**config.mk**
```make
export PLATFORM = sky130hd
export DESIGN_NAME = max_priority_queue_core
export DESIGN_NICKNAME = d
export VERILOG_FILES = /design/src/rtl/core/mpq_pkg.sv /design/src/rtl/core/max_priority_queue_core.sv /design/src/rtl/core/mpq_store.sv
export VERILOG_INCLUDE_DIRS = /design/src /design/src/rtl/core
export SDC_FILE = /design/constraint.sdc
export NUM_CORES = 1
export LEC_CHECK = 0
export ABC_AREA = 1
export BUFFER_PORTS_ARGS = -buffer_cell sky130_fd_sc_hd__buf_2
export CAP_MARGIN = 20
export CORE_AREA = 2 2 255 182
export DETAILED_ROUTE_END_ITERATION = 10
export DIE_AREA = 0 0 257 184
export PLACE_DENSITY_LB_ADDON = 0.1
export SYNTH_ARGS = -nofsm -noshare
export SYNTH_HDL_FRONTEND = slang
export SYNTH_SLANG_ARGS = --single-unit
```
**constraint.sdc**
```tcl
create_clock -name clk -period 8.6 [get_ports clk]
set_clock_uncertainty 0.2 [all_clocks]
set_input_delay 2.15 -clock clk [delete_from_list [all_inputs] [get_ports clk]]
set_output_delay 2.15 -clock clk [all_outputs]
set_load 0.05 [all_outputs]
```
**src/rtl/core/max_priority_queue_core_assert.svh**
```systemverilog
// Assertion macros shared by the priority queue RTL.
`ifndef MAX_PRIORITY_QUEUE_CORE_ASSERT_SVH
`define MAX_PRIORITY_QUEUE_CORE_ASSERT_SVH

// The consequent must hold in the same cycle as the antecedent.
`define MPQ_ASSERT_SAME(label, clk, rst_n, ante, cons) \
	label: assert property (@(posedge clk) disable iff (!rst_n) (ante) |-> (cons)) \
		else $error("priority queue assertion failed");

// The consequent must hold in the cycle after the antecedent.
`define MPQ_ASSERT_NEXT(label, clk, rst_n, ante, cons) \
	label: assert property (@(posedge clk) disable iff (!rst_n) (ante) |=> (cons)) \
		else $error("priority queue assertion failed");

`endif

```
**src/rtl/core/mpq_pkg.sv**
```systemverilog
// Shared types and constants of the priority queue.
package mpq_pkg;

	localparam int VAL_W  = 16;
	localparam int PRIO_W = 8;
	localparam int LIM_W  = 5;
	localparam int CMD_W  = 2;

	localparam logic [CMD_W-1:0] CMD_ADD     = 2'd0;
	localparam logic [CMD_W-1:0] CMD_EXTRACT = 2'd1;
	localparam logic [CMD_W-1:0] CMD_CLEAR   = 2'd2;

	localparam logic             REG_LIMIT   = 1'b0;
	localparam logic [LIM_W-1:0] LIMIT_RESET = 5'd16;

	typedef struct packed {
		logic [VAL_W-1:0]  val;
		logic [PRIO_W-1:0] prio;
	} entry_t;

endpackage

```
**src/rtl/core/max_priority_queue_core.sv**
```systemverilog
// Top level of the bounded priority queue with extract of the highest priority entry.
//
//  channel   handshake                      payload
//  command   start, busy                    cmd, item_value, item_priority
//  result    done (one-cycle strobe)        extracted_value, found, accepted,
//                                           entry_count, is_empty, is_full
//  config    psel, penable, pwrite, pready  paddr, pwdata, prdata
//
// Add, clear, the unused command and an extract on an empty queue finish when accepted;
// the result strobes in the next cycle.
// An extract of a queue holding n entries scans them through the one memory read port
// with a single priority comparator, then closes the gap with the same port; busy stays
// high through the scan and the shift, and the result strobes in the first cycle with busy low.
// Reset clears the count and sets the limit to 16; the entry memory needs no clearing.
// The result receiver cannot stall; done is high for one cycle only, payload holds till the next.
`include "max_priority_queue_core_assert.svh"

module max_priority_queue_core import mpq_pkg::*; #(
	parameter int DEPTH = 16
) (
	input  logic              clk,
	input  logic              arst_n,
	input  logic              start,
	output logic              busy,
	input  logic [CMD_W-1:0]  cmd,
	input  logic [VAL_W-1:0]  item_value,
	input  logic [PRIO_W-1:0] item_priority,
	output logic              done,
	output logic [VAL_W-1:0]  extracted_value,
	output logic              found,
	output logic              accepted,
	output logic [LIM_W-1:0]  entry_count,
	output logic              is_empty,
	output logic              is_full,
	input  logic              psel,
	input  logic              penable,
	input  logic              pwrite,
	input  logic [2:0]        paddr,
	input  logic [31:0]       pwdata,
	output logic [31:0]       prdata,
	output logic              pready
);

	localparam int CW = $clog2(DEPTH + 1);
	localparam int AW = $clog2(DEPTH);
	localparam int MW = (CW > LIM_W) ? CW : LIM_W;

	localparam logic [1:0] ST_IDLE  = 2'd0;
	localparam logic [1:0] ST_SCAN  = 2'd1;
	localparam logic [1:0] ST_SHIFT = 2'd2;

	logic [1:0]        state_q, state_d;
	logic [CW-1:0]     count_q, count_d;
	logic [LIM_W-1:0]  limit_q;
	logic [CW-1:0]     idx_q, idx_d;
	logic              pend_q;
	logic [CW-1:0]     pend_idx_q;
	logic [CW-1:0]     best_idx_q, best_idx_d;
	logic [PRIO_W-1:0] best_pri_q, best_pri_d;
	logic [VAL_W-1:0]  best_val_q, best_val_d;

	logic              done_q, done_d;
	logic [VAL_W-1:0]  ext_q, ext_d;
	logic              found_q, found_d;
	logic              acc_q, acc_d;
	logic [LIM_W-1:0]  cnt_res_q;
	logic              empty_q;
	logic              full_res_q;

	logic              accept;
	logic              full_now;
	logic              full_d;
	logic [MW-1:0]     cnt_ext;
	logic              scan_issue;
	logic              shift_issue;
	logic              cmp_take;
	logic              scan_end;
	logic              shift_end;
	logic              we;
	logic [AW-1:0]     waddr;
	logic [CW-1:0]     shift_dst;
	entry_t            wdata;
	entry_t            rdata;
	logic              cfg_wr;

	mpq_store #(
		.DEPTH(DEPTH)
	) u_store (
		.clk  (clk),
		.we   (we),
		.waddr(waddr),
		.wdata(wdata),
		.raddr(idx_q[AW-1:0]),
		.rdata(rdata)
	);

	assign busy     = (state_q != ST_IDLE);
	assign accept   = start && !busy;
	assign full_now = (MW'(count_q) >= MW'(limit_q)) || (count_q >= CW'(DEPTH));
	assign full_d   = (MW'(count_d) >= MW'(limit_q)) || (count_d >= CW'(DEPTH));
	assign cnt_ext  = MW'(count_d);

	assign scan_issue  = (state_q == ST_SCAN) && (idx_q < count_q);
	assign shift_issue = (state_q == ST_SHIFT) && (idx_q < count_q);
	assign cmp_take    = (state_q == ST_SCAN) && pend_q
	                     && ((pend_idx_q == '0) || (rdata.prio > best_pri_q));
	assign scan_end    = (state_q == ST_SCAN) && !scan_issue && !pend_q;
	assign shift_end   = (state_q == ST_SHIFT) && !shift_issue && !pend_q;
	assign shift_dst   = pend_idx_q - CW'(1);

	always_comb begin
		if (state_q == ST_SHIFT) begin
			we    = pend_q;
			waddr = shift_dst[AW-1:0];
			wdata = rdata;
		end else begin
			we         = accept && (cmd == CMD_ADD) && !full_now;
			waddr      = count_q[AW-1:0];
			wdata.val  = item_value;
			wdata.prio = item_priority;
		end
	end

	always_comb begin
		state_d    = state_q;
		count_d    = count_q;
		idx_d      = idx_q;
		best_idx_d = best_idx_q;
		best_pri_d = best_pri_q;
		best_val_d = best_val_q;
		done_d     = 1'b0;
		ext_d      = '0;
		found_d    = 1'b0;
		acc_d      = 1'b0;
		unique case (state_q)
			ST_IDLE: begin
				if (accept) begin
					unique case (cmd)
						CMD_ADD: begin
							done_d = 1'b1;
							if (!full_now) begin
								count_d = count_q + CW'(1);
								acc_d   = 1'b1;
							end
						end
						CMD_EXTRACT: begin
							if (count_q == '0) begin
								done_d = 1'b1;
							end else begin
								state_d = ST_SCAN;
								idx_d   = '0;
							end
						end
						CMD_CLEAR: begin
							done_d  = 1'b1;
							count_d = '0;
						end
						default: begin
							done_d = 1'b1;
						end
					endcase
				end
			end
			ST_SCAN: begin
				if (scan_issue) begin
					idx_d = idx_q + CW'(1);
				end
				if (cmp_take) begin
					best_idx_d = pend_idx_q;
					best_pri_d = rdata.prio;
					best_val_d = rdata.val;
				end
				if (scan_end) begin
					state_d = ST_SHIFT;
					idx_d   = best_idx_q + CW'(1);
				end
			end
			ST_SHIFT: begin
				if (shift_issue) begin
					idx_d = idx_q + CW'(1);
				end
				if (shift_end) begin
					state_d = ST_IDLE;
					count_d = count_q - CW'(1);
					done_d  = 1'b1;
					found_d = 1'b1;
					ext_d   = best_val_q;
				end
			end
			default: begin
				state_d = ST_IDLE;
			end
		endcase
	end

	always_ff @(posedge clk or negedge arst_n) begin
		if (!arst_n) begin
			state_q <= ST_IDLE;
			count_q <= '0;
			pend_q  <= 1'b0;
			done_q  <= 1'b0;
		end else begin
			state_q <= state_d;
			count_q <= count_d;
			pend_q  <= scan_issue || shift_issue;
			done_q  <= done_d;
		end
	end

	always_ff @(posedge clk) begin
		idx_q      <= idx_d;
		pend_idx_q <= idx_q;
		best_idx_q <= best_idx_d;
		best_pri_q <= best_pri_d;
		best_val_q <= best_val_d;
		if (done_d) begin
			ext_q      <= ext_d;
			found_q    <= found_d;
			acc_q      <= acc_d;
			cnt_res_q  <= cnt_ext[LIM_W-1:0];
			empty_q    <= (count_d == '0);
			full_res_q <= full_d;
		end
	end

	assign cfg_wr = psel && penable && pwrite && pready;

	always_ff @(posedge clk or negedge arst_n) begin
		if (!arst_n) begin
			limit_q <= LIMIT_RESET;
		end else if (cfg_wr && (paddr[2] == REG_LIMIT)) begin
			limit_q <= pwdata[LIM_W-1:0];
		end
	end

	assign pready = 1'b1;
	assign prdata = (paddr[2] == REG_LIMIT) ? 32'(limit_q) : '0;

	assign done            = done_q;
	assign extracted_value = ext_q;
	assign found           = found_q;
	assign accepted        = acc_q;
	assign entry_count     = cnt_res_q;
	assign is_empty        = empty_q;
	assign is_full         = full_res_q;

	`MPQ_ASSERT_SAME(a_count_bound, clk, arst_n, 1'b1, count_q <= CW'(DEPTH))
	`MPQ_ASSERT_SAME(a_done_when_idle, clk, arst_n, done_q, state_q == ST_IDLE)
	`MPQ_ASSERT_SAME(a_found_not_acc, clk, arst_n, done_q, !(found_q && acc_q))
	`MPQ_ASSERT_NEXT(a_add_grows, clk, arst_n, accept && (cmd == CMD_ADD) && !full_now,
		count_q == $past(count_q) + CW'(1))

endmodule

```
**src/rtl/core/mpq_store.sv**
```systemverilog
// Entry memory of the priority queue: one write port and one registered read port.
module mpq_store import mpq_pkg::*; #(
	parameter int DEPTH = 16
) (
	input  logic                     clk,
	input  logic                     we,
	input  logic [$clog2(DEPTH)-1:0] waddr,
	input  entry_t                   wdata,
	input  logic [$clog2(DEPTH)-1:0] raddr,
	output entry_t                   rdata
);

	entry_t mem [DEPTH];
	entry_t rdata_q;

	always_ff @(posedge clk) begin
		if (we) begin
			mem[waddr] <= wdata;
		end
	end

	always_ff @(posedge clk) begin
		rdata_q <= mem[raddr];
	end

	assign rdata = rdata_q;

endmodule
```
==> flow_summary_export.csv <==
group,metric,value,unit
floorplanning,design.die.area,0.0473,mm2
worst_setup_path,startpoint_type,"input port",
worst_setup_path,end_kind,"primary output",
drt,routed_wl,49.1,mm
run,drv_cap,0,
timing,relSlewSlack,23.8,%
synth,synth_top_family_by_area,"simple AND/OR/NAND/NOR gates",
power,power_density,358,mW/mm2
global_routing,gr-usage-met2,31.6,%
clock_network,h-tree-depth,2,
worst_setup_path,r2r_start,"state_q[0]",
timing,finalCriticalPeriod,5.00,ns
finish,layout.nets,1653,
global_routing,grt_pass1_wl,73.2,mm
worst_setup_path,crit_path_end,"prdata[0]",
synth,synth_area_per_cell,13.3,um2
clock_network,cts_tree,"done",
global_routing,overflow,0,
synth,post-synth-top-count-cell,"edfxtp_1",
floorplanning,num_rows,65,
drt,wl_per_cell,22.4,um
worst_setup_path,cp_num_cells,3,
run_status,status,"completed",
synth,synth_mux_area_share,3.62,%
timing,tns,0,ns
clock_network,clkSlewWorstSetupHoldPaths,0.06,ns
clock_network,holdBufCountCts,0,
timing,grt_setup_unrepaired,"false",
power,clkPwrFrac,26.4,%
global_routing,grt_pass1_vias,11500,
placement,dp_hpwl,26.5,mm
global_routing,top_usage_layer,"met1",
timing,setup_viol,0,
hold_path,hold_depth,0,
synth,synth_edf_count,443,
worst_setup_path,slowest_delay,0.27,ns
synth,yosysTopAreaCellShare,66.8,%
drt,postRouteAntennaNets,0,
worst_setup_path,rr_worst_depth,17,
power,seqPwrFrac,40.4,%
worst_setup_path,crit_chain,"buf_2 > nor2_1 > buf_2",
clock_network,cts_root_buffer,"clkbuf_16",
worst_setup_path,startpoint,"paddr[2]",
worst_setup_path,crit_top_cell,"buf_2",
synth,yosys.area_share.simple,9.14,%
drt,drc_errors,0,
worst_setup_path,critPathSlowestCell,"buf_2",
power,netSwitchingPower,2.96,mW
floorplanning,dieWidth,257,um
synth,synthCells,1493,
worst_setup_path,crit_type,"input port to primary output",
global_routing,antenna_found_initial,0,
synth,synth_compound_area_share,8.86,%
power,p_leak,8.02,nW
worst_setup_path,critPathTopFamily,"buffers and inverters",
synth,synth_xor_area_share,0.440,%
timing,final-max-slew-violation-count,0,
power,max-vdd-ir-drop,0.195,mV
synth,synth-main-ff-cell,"edfxtp_1",
clock_network,ctsResizeCount,0,
floorplanning,start_util,44.6,%
power,intPower,5.08,mW
worst_setup_path,cp.arrival,2.65,ns
finish,n_fill_cell,3796,
timing,finalHoldViolations,0,
hold_path,hp-class,"flip-flop to flip-flop",
global_routing,met3_usage,3.16,%
synth,yosysSeqAreaShare,71.5,%
global_routing,grt_max_degree,134,
timing,max_freq,0.200,GHz
synth,synthDistinctLibCells,41,
floorplanning,placeableCoreArea,0.0446,mm2
synth,synthArstFlopShare,2.88,%
timing,worst_slew_pin_slew,1.14,ns
drt,first_pass_iters,5,
clock_network,cts.sinks,486,
synth,yosys_warnings,0,
timing,period_share,58.2,%
worst_setup_path,r2r_slack,4.24,ns
global_routing,track_usage,20.8,%
drt,drt_iter0_markers,1219,
synth,synth_top_area_cell,"edfxtp_1",
finish,finish.utilization,50.3,%
clock_network,post-cts-setup-buffer-count,0,
synth,synth_adder_area_share,2.01,%
finish,diodes,0,
worst_setup_path,r2r-end,"is_full",
timing,whs,0.235,ns
floorplanning,ios,127,
clock_network,cts_buffers,47,
placement,gp_congestion,0.813,
worst_setup_path,cp.required,6.25,ns
placement,portBuffers,69,
synth,synth_area,0.0199,mm2
synth,yosys-top-cells-count,"edfxtp_1 (443), nor2_1 (207), nand2_1 (170), o21ai_0 (107)",
global_routing,use_met1,31.7,%
worst_setup_path,path_max_fanout,6,
power,netSwitchingFraction,36.8,%
drt,vias,11800,
drt,vias_per_cell,5.40,
clock_network,clockBufferDepth,3,
finish,syn2layout_area_growth,12.7,%
power,pwr-share-comb,33.2,%
clock_network,clk-insertion-delay-late,0.57,ns
floorplanning,die_y,184,um
worst_setup_path,crit_buf_inv,2,
synth,yosys-top-cells-area,"edfxtp_1 (67%), nor2_1 (3.9%), mux2i_1 (3.6%)",
synth,ys_ff_latch,486,
finish,drive_above_1_share,12.7,%
==> cell type report <==
class / count / area, um2 / share of cell area (%)
repair buffers: 94 / 546 / 2.43
well taps: 603 / 754 / 3.36
multi-input cells: 848 / 5030 / 22.4
flip-flops and latches: 486 / 14200 / 63.4
clock buffers: 67 / 1350 / 6.03
clock inverters: 20 / 238 / 1.06
inverters: 77 / 292 / 1.30
==> layout by cell type, fill, tap and decap left out, types with 6 or more instances in the layout <==
cell type | synthesis | routed
a21oi_1 | 18 | 18
buf_2 | 13 | 69
buf_4 | 32 | 24
clkbuf_1 | 49 | 12
clkbuf_16 | 0 | 49
clkbuf_8 | 0 | 6
clkinv_1 | 0 | 8
conb_1 | 2 | 28
dfrtp_1 | 13 | 13
dfxtp_1 | 29 | 29
edfxtp_1 | 443 | 443
ha_1 | 32 | 31
inv_1 | 69 | 68
inv_2 | 8 | 7
mux2i_1 | 72 | 72
nand2_1 | 170 | 170
nand3_1 | 49 | 49
nor2_1 | 207 | 190
nor2_4 | 2 | 19
o211ai_1 | 23 | 23
o21ai_0 | 107 | 107
o221ai_1 | 72 | 72
o32ai_1 | 22 | 22
xor2_1 | 6 | 6
==> power groups by stage <==
stage / logic, mW / registers [mW] / clock network, mW
after floorplan: 1.75 / 3.39 / 0
after global placement: 2.64 / 3.29 / 0
after detailed placement: 2.67 / 3.30 / 0
after CTS: 2.68 / 3.25 / 2.17
after global routing: 2.95 / 3.28 / 2.26
final: 2.67 / 3.25 / 2.13
==> metrics by stage <==
step	total power, mW	cells	setup slack (ns)	instance area [um2]
6_report	8.04	2195	3.60	22400
5_1_grt	8.49	2195	3.56	22400
4_1_cts	8.10	2195	3.60	22400
3_5_place_dp	5.96	2108	3.60	20900
3_3_place_gp	5.93	2108	3.61	20900
2_1_floorplan	5.14	1519	3.45	20000
==> worst min path at each step <==
stage	slack [ns]	endpoint	from
floorplan	0.17	pend_idx_q[3]	idx_q[3]
global placement	0.21	best_val_q[5]	u_store.rdata[13]
detailed placement	0.22	best_val_q[13]	u_store.rdata[21]
CTS	0.23	best_val_q[7]	u_store.rdata[15]
global route	0.25	best_val_q[12]	u_store.rdata[20]
finish	0.24	best_val_q[10]	u_store.rdata[18]
==> layer usage <==
layer	part of all wire, %	wire (um)
met5	0	0
met4	1.9	911
met3	4.6	2280
met2	44	21500
met1	50	24500
==> logic make-up after synthesis <==
| logic type | Yosys count |
|---|---|
| mux | 72 |
| flops | 486 |
| other cells | 2 |
| fa+ha+maj | 32 |
| simple gates | 445 |
| compound gates | 261 |
| buf+inv | 185 |
| xor+xnor | 10 |
==> registers in the layout, indices dropped and copies added, names as in the netlist <==
register,count
done,1
u_store.mem,384
pend_idx_q,5
found,1
is_empty,1
pend_q,1
accepted,1
limit_q,5
state_q,2
u_store.rdata,24
is_full,1
entry_count,5
best_idx_q,5
extracted_value,16
best_pri_q,8
count_q,5
idx_q,5
best_val_q,16
Note: power is estimated with default switching activity, not from simulation.
